<file path="src/hw/rtl/mpe_pkg.sv">
// mpe_pkg: shared widths, constants, command/status structs and saturation helpers
// for the midpoint ellipse point generator; used by mpe_ctrl, mpe_dp and the top level.
// no dependencies.
package mpe_pkg;

    localparam int AXIS_W   = 10;
    localparam int CENTER_W = 11;
    localparam int COORD_W  = 13;
    localparam int SQ_W     = 2 * AXIS_W;          // squared semi-axis
    localparam int WALK_P_W = SQ_W + AXIS_W;       // squared axis times walk coordinate
    localparam int TERM_W   = 2 * (AXIS_W + 1);    // square of an 11-bit term
    localparam int FAC_W    = TERM_W + 2;          // term scaled by 4
    localparam int PROD_W   = SQ_W + FAC_W;        // decision partial product
    localparam int AB4_W    = 2 * SQ_W + 2;        // 4*a*a*b*b
    localparam int DEC_W    = PROD_W + 1;          // decision sum

    localparam int IN_DATA_W  = 48;                // 42 field bits padded to bytes
    localparam int OUT_DATA_W = 72;

    localparam logic [AXIS_W-1:0]   AXIS_MAX   = 10'd1023;
    localparam logic [CENTER_W-1:0] CENTER_MAX = 11'd2047;

    localparam logic KIND_START   = 1'b0;
    localparam logic KIND_ADVANCE = 1'b1;

    typedef struct packed {
        logic load_start;   // capture centre and axes, reset the walk
        logic calc_axes;    // square the semi-axes
        logic calc_ab;      // form 4*a2*b2
        logic calc_mul1;    // region products and term squares
        logic calc_cmp;     // region decision and factor select
        logic calc_mul2;    // decision partial products
        logic commit;       // apply one step to the walk
        logic emit_point;   // load a point into the output register
        logic emit_null;    // load an empty result into the output register
    } mpe_cmd_t;

    typedef struct packed {
        logic active;
        logic out_free;
    } mpe_stat_t;

    function automatic logic [AXIS_W-1:0] sat_axis(input logic [AXIS_W-1:0] v);
        sat_axis = (v > AXIS_MAX) ? AXIS_MAX : v;
    endfunction

    function automatic logic [CENTER_W-1:0] sat_center(input logic [CENTER_W-1:0] v);
        sat_center = (v > CENTER_MAX) ? CENTER_MAX : v;
    endfunction

endpackage

</file>
<file path="src/hw/rtl/mpe_ctrl.sv">
// mpe_ctrl: sequencing state machine of the ellipse point generator
// depends on mpe_pkg; drives the command struct of mpe_dp and reads its status.
module mpe_ctrl
(
    input  logic               clk,
    input  logic               rst_n,
    input  logic               s_axis_tvalid,
    output logic               s_axis_tready,
    input  logic               kind,
    output mpe_pkg::mpe_cmd_t  cmd,
    input  mpe_pkg::mpe_stat_t stat
);
    import mpe_pkg::*;

    typedef enum logic [7:0] {
        ST_IDLE = 8'b0000_0001,
        ST_AXES = 8'b0000_0010,
        ST_AB   = 8'b0000_0100,
        ST_MUL1 = 8'b0000_1000,
        ST_CMP  = 8'b0001_0000,
        ST_MUL2 = 8'b0010_0000,
        ST_DEC  = 8'b0100_0000,
        ST_EMIT = 8'b1000_0000
    } state_t;

    state_t state_reg, state_next;
    logic   null_reg, null_next;
    logic   accept;

    assign s_axis_tready = (state_reg == ST_IDLE);
    assign accept        = s_axis_tvalid && s_axis_tready;

    always_comb
    begin
        state_next = state_reg;
        null_next  = null_reg;
        cmd        = '0;
        case (state_reg)
            ST_IDLE:
            begin
                if (accept)
                begin
                    if (kind == KIND_START)
                    begin
                        cmd.load_start = 1'b1;
                        null_next      = 1'b0;
                        state_next     = ST_AXES;
                    end
                    else if (stat.active)
                    begin
                        null_next  = 1'b0;
                        state_next = ST_MUL1;
                    end
                    else
                    begin
                        null_next  = 1'b1;
                        state_next = ST_EMIT;
                    end
                end
            end
            ST_AXES:
            begin
                cmd.calc_axes = 1'b1;
                state_next    = ST_AB;
            end
            ST_AB:
            begin
                cmd.calc_ab = 1'b1;
                state_next  = ST_EMIT;
            end
            ST_MUL1:
            begin
                cmd.calc_mul1 = 1'b1;
                state_next    = ST_CMP;
            end
            ST_CMP:
            begin
                cmd.calc_cmp = 1'b1;
                state_next   = ST_MUL2;
            end
            ST_MUL2:
            begin
                cmd.calc_mul2 = 1'b1;
                state_next    = ST_DEC;
            end
            ST_DEC:
            begin
                cmd.commit = 1'b1;
                state_next = ST_EMIT;
            end
            ST_EMIT:
            begin
                // hold until the output register can take the result
                if (stat.out_free)
                begin
                    cmd.emit_point = !null_reg;
                    cmd.emit_null  = null_reg;
                    state_next     = ST_IDLE;
                end
            end
            default:
            begin
                state_next = ST_IDLE;
            end
        endcase
    end

    always_ff @(posedge clk or negedge rst_n)
    begin
        if (!rst_n)
        begin
            state_reg <= ST_IDLE;
            null_reg  <= 1'b0;
        end
        else
        begin
            state_reg <= state_next;
            null_reg  <= null_next;
        end
    end

    // one request at a time: an accepted request closes the input until its result is out
    assert property (@(posedge clk) disable iff (!rst_n)
        (s_axis_tvalid && s_axis_tready) |=> !s_axis_tready)
        else $error("mpe_ctrl: input accepted while a request is in progress");

endmodule

</file>
<file path="config.mk">
export PLATFORM = sky130hd
export DESIGN_NAME = mpe_ctrl
export DESIGN_NICKNAME = d
export VERILOG_FILES = /design/src/hw/rtl/mpe_pkg.sv /design/src/hw/rtl/mpe_ctrl.sv
export SDC_FILE = /design/constraint.sdc
export NUM_CORES = 1
export LEC_CHECK = 0
export BUFFER_PORTS_ARGS = -buffer_cell sky130_fd_sc_hd__buf_2
export CORE_AREA = 2 2 39 41
export CTS_BUF_LIST = sky130_fd_sc_hd__clkbuf_16
export CTS_CLUSTER_SIZE = 28
export DETAILED_ROUTE_END_ITERATION = 16
export DIE_AREA = 0 0 41 43
export PLACE_DENSITY = 0.72
export SYNTH_ARGS = -nofsm -noshare
export SYNTH_HDL_FRONTEND = slang
export SYNTH_SLANG_ARGS = --single-unit
</file>
<file path="constraint.sdc">
create_clock -name clk -period 3.4 [get_ports clk]
set_clock_uncertainty 0.05 [all_clocks]
set_input_delay 0.68 -clock clk [delete_from_list [all_inputs] [get_ports clk]]
set_output_delay 0.68 -clock clk [all_outputs]
set_load 0.02 [all_outputs]
</file>
* Yosys cells after proc, flatten, opt, wreduce, memory -nomap -nowiden
Cells that the tools add are included.
Cells by class: $add $sub $neg 0, multipliers 0, div/mod/pow operators 0, $lt $le $gt $ge 0, eq/ne operators 10, shift-type cells 0, muxes and demuxes 18, bitwise logic cells 0, reduce and logical (&&, ||, !) cells 5
Operator list (count):
- $pmux 8 s7 | 1
- $mux 8 | 4
- $mux 1 | 11
- $eq 8x1->1 const B | 1
- $eq 8x2->1 const B | 1
- $eq 8x3->1 const B | 1
- $eq 8x4->1 const B | 1
- $eq 8x5->1 const B | 1
- $eq 8x6->1 const B | 1
- $eq 8x7->1 const B | 1
- $eq 8x8->1 const B | 1
- $mux 2 | 2
- $reduce_and 2->1 | 2
- $ne 2x1->1 const B | 1
- $ne 2x2->1 const B | 1
- $reduce_or 2->1 | 1
- $logic_and 1x1->1 | 1
- $logic_not 1->1 | 1
Storage, ports and cells: register bits 9, latch bits 0, bits in writable memories 0, bits in read-only memories 0, input bits 6, output and inout bits 10, logic and storage cells 35, memories 0

* Depth between registers and ports, before layout
word-level depth 4, gate-level depth with buffers 5, mapped depth without buffers 4

* Worst setup path after synthesis
OpenSTA, ideal clock, no wires.
path kind flip-flop to output port, from reg state_reg[4], to out cmd[8] (netlist bit), arrival time 1.634 ns, data required time 2.670 ns, setup slack 1.036 ns, stages on the path, launching flop included 6, cell sequence dfrtp_1 -> buf_6 -> or3_4 -> nor3_4 -> nand2_2 -> nor2_1
RTL lines:
- start: declaration | RTL line mpe_ctrl.sv:26 | state_t state_reg, state_next;
- start signal: assignment | RTL line mpe_ctrl.sv:117 | state_reg <= state_next;
- end: declaration | RTL line mpe_ctrl.sv:10 | output mpe_pkg::mpe_cmd_t cmd,

==> impl_metrics.csv <==
group,metric,value,unit
run_status,outcome,"finished, final reports clean",
drt,met1_length,633,µm
grt,grt_pass1_vias,508,
synthesis,yosys_warnings,0,
floorplanning,core_area,1380,µm²
worst_setup_path,critPathArrivalTime,1.96,ns
cells_and_area,largest_reg_flops,8,
cells_and_area,area_delta_synth_final,22.4,%
sta,tightest_slew,0.460,ns
drt,wl_per_cell,13.6,µm
drt,drt_iter0_drc,12,
worst_setup_path,r2r_end,"null_reg$_DFFE_PN0P_",
clock_tree,cts.sink_count,9,
floorplanning,io_pins,16,
floorplanning,dieHeight,43,µm
synthesis,synthXorXnorAreaFrac,0.0271,
floorplanning,row_count,14,
cells_and_area,fin_area,792,µm²
cells_and_area,drive_gt1_frac,0.284,
worst_setup_path,r2r_cells,4,
cells_and_area,layout_common_cells,"buf_2, nor2_1, dfrtp_1",
synthesis,syn_inst,74,
drt,dr_wl_met2,700,µm
cells_and_area,seq_area,226,µm²
worst_setup_path,reg2reg_slack,1.61,ns
clock_tree,ctsHoldBuffers,0,
worst_setup_path,crit_required,2.67,ns
sta,relSlewSlack,0.691,
clock_tree,cts_made_buffers,3,
worst_setup_path,end_kind,"primary output",
worst_setup_path,r2r-start,"state_reg[6]$_DFFE_PN0P_",
synthesis,synth_top_family_by_area,"simple AND/OR/NAND/NOR gates",
worst_setup_path,startpoint_type,"register",
clock_tree,clock_latency,0.23,ns
clock_tree,postCtsResizedCells,0,
grt,grt_pass1_wl,2310,µm
worst_setup_path,worst-path-max-fanout,11,
cells_and_area,post-route-util,0.572,
place,port_buffers,15,
grt,grt_max_degree,14,
cells_and_area,antennaDiodeCount,0,
cells_and_area,nets,95,
place,dp_hpwl,1010,µm
clock_tree,clockRootBuffer,"clkbuf_16",
sta,finalSetupTns,0,ns
cells_and_area,final_common_cell,"buf_2",
drt,via_count,587,
drt,dr_wl_met3,77,µm
synthesis,syn_area,647,µm²
synthesis,seq_area_frac_synth,0.350,
clock_tree,postCtsSetupBuffers,0,
synthesis,synth_compound_area_frac,0.114,
sta,min_period,2.69,ns
pwr,vdd_drop_max,0.374,mV
synthesis,muxShareOfSynthArea,0.0232,
sta,whs,0.241,ns
sta,rsz0062_at_grt,"no",
synthesis,yosys.cell_types.count,33,
synthesis,syn_area_per_cell,8.74,µm²
synthesis,synth_adder_area_share,0,
synthesis,syn_nets,80,
sta,setup_violations,0,
pwr,power_density,787,nW/µm²
drt,first_pass_iters,4,
grt,antenna_found_initial,0,
sta,fmax,0.372,GHz
floorplanning,start_util,0.467,
worst_setup_path,critical_path_class,"register to primary output",
grt,grtUsageTotal,0.193,
synthesis,synth-simple-area-share,0.424,
sta,drv_slew,0,
pwr,leakage,0.000369,µW
drt,vias_per_cell,5.64,
hold_path,min_path_type,"input pin to asynchronous set/reset pin",
drt,totalWireLength,1410,µm
cells_and_area,multi_input_area,380,µm²
grt,overflow,0,
place,placed_area,713,µm²
clock_tree,cts.path.max_buffers,2,
run,cap_violations,0,
drt,drc,0,
floorplanning,die_area,1760,µm²
floorplanning,die_x,41,µm
place,gp_congestion,0.874,
sta,fin_crit_sh,0.791,
synthesis,ys_seq_elements,9,
clock_tree,h-tree-depth,1,
sta,hold_violations,0,
drt,highest_layer,"met3",
drt,ant_nets,0,
clock_tree,cts_tree,"built",
clock_tree,clkTransAtPathRegs,0.04,ns
cells_and_area,fillers,129,
worst max path at each step:
| stage | from | endpoint | slack (ns) | cells past startpoint |
|---|---|---|---|---|
| 3_5_place_dp | state_reg[6]$_DFFE_PN0P_ | cmd[7] | 0.98 | 5 |
| 2_1_floorplan | state_reg[4]$_DFFE_PN0P_ | cmd[8] | 1.04 | 5 |
| 5_1_grt | state_reg[6]$_DFFE_PN0P_ | cmd[7] | 0.64 | 5 |
| 4_1_cts | state_reg[6]$_DFFE_PN0P_ | cmd[7] | 0.72 | 5 |
| 6_report | state_reg[6]$_DFFE_PN0P_ | cmd[7] | 0.71 | 5 |
| 3_3_place_gp | state_reg[6]$_DFFE_PN0P_ | cmd[7] | 1.03 | 5 |
kinds of logic (layout without fill, tap and decap cells):
kind of cell / after synthesis / after routing
muxes: 1 / 1
buffers and inverters: 8 / 22
DFF: 9 / 9
AOI/OAI and AO/OA: 10 / 10
and+or+nand+nor: 44 / 44
xor gates and xnor gates: 2 / 2
cell type report:
cell class	count	area share
multi-input cells	57	0.480
flip-flops and latches	9	0.286
clock buffers	3	0.0948
repair buffers	15	0.0948
well taps	16	0.0253
inverters	3	0.0142
clock inverters	1	0.00474
power breakdown:
| part | leakage, µW | total, µW | switching (µW) | internal, µW |
|---|---|---|---|---|
| sequential | 0.000120 | 169 | 34.5 | 135 |
| clock | 0.0000423 | 206 | 51.9 | 154 |
| combinational | 0.000207 | 248 | 144 | 104 |
| total | 0.000369 | 623 | 230 | 393 |
cell usage after synthesis:
master / count / area, µm²
o31ai_1: 2 / 15.0
nor2_1: 9 / 33.8
dfstp_2: 1 / 26.3
xnor2_1: 2 / 17.5
and3_1: 1 / 6.26
or3_4: 2 / 22.5
buf_6: 1 / 11.3
o21a_1: 1 / 7.51
a2bb2oi_1: 1 / 8.76
nand3b_1: 1 / 7.51
nor4_1: 3 / 18.8
nor3_4: 1 / 16.3
dfrtp_1: 8 / 200
nand2b_1: 1 / 6.26
nand2_1: 3 / 11.3
and2_1: 2 / 12.5
or2_2: 1 / 6.26
a31oi_1: 1 / 6.26
nand3_1: 2 / 10.0
nor2b_1: 2 / 12.5
nand2_2: 1 / 6.26
a21oi_1: 1 / 5.00
buf_2: 2 / 10.0
nor3_1: 5 / 25.0
nor3b_1: 7 / 52.6
o211ai_1: 1 / 7.51
nor4b_1: 3 / 26.3
o311a_1: 1 / 10.0
o21ai_0: 1 / 5.00
mux2_4: 1 / 15.0
a211o_1: 1 / 8.76
clkbuf_1: 2 / 7.51
inv_1: 3 / 11.3
per-layer routing:
layer	track usage	up-vias
met2	0.300	13
met5	0	-
met1	0.250	277
met4	0.0400	0
met3	0.0681	0
li1	-	297
through the flow:
stage          std cells  worst slack (ns)  power (µW)
2_1_floorplan         74              1.04         361
3_3_place_gp         100              1.03         415
3_5_place_dp         100             0.979         414
4_1_cts              104             0.716         626
5_1_grt              104             0.636         662
6_report             104             0.710         623
worst max-delay path, stage by stage, from the launching register on:
cell,delay (ns)
dfrtp_1,0.49
or3_4,0.46
or2_2,0.32
nor2_1,0.15
and2_1,0.15
buf_2,0.16
(Power assumes the default switching activity.)
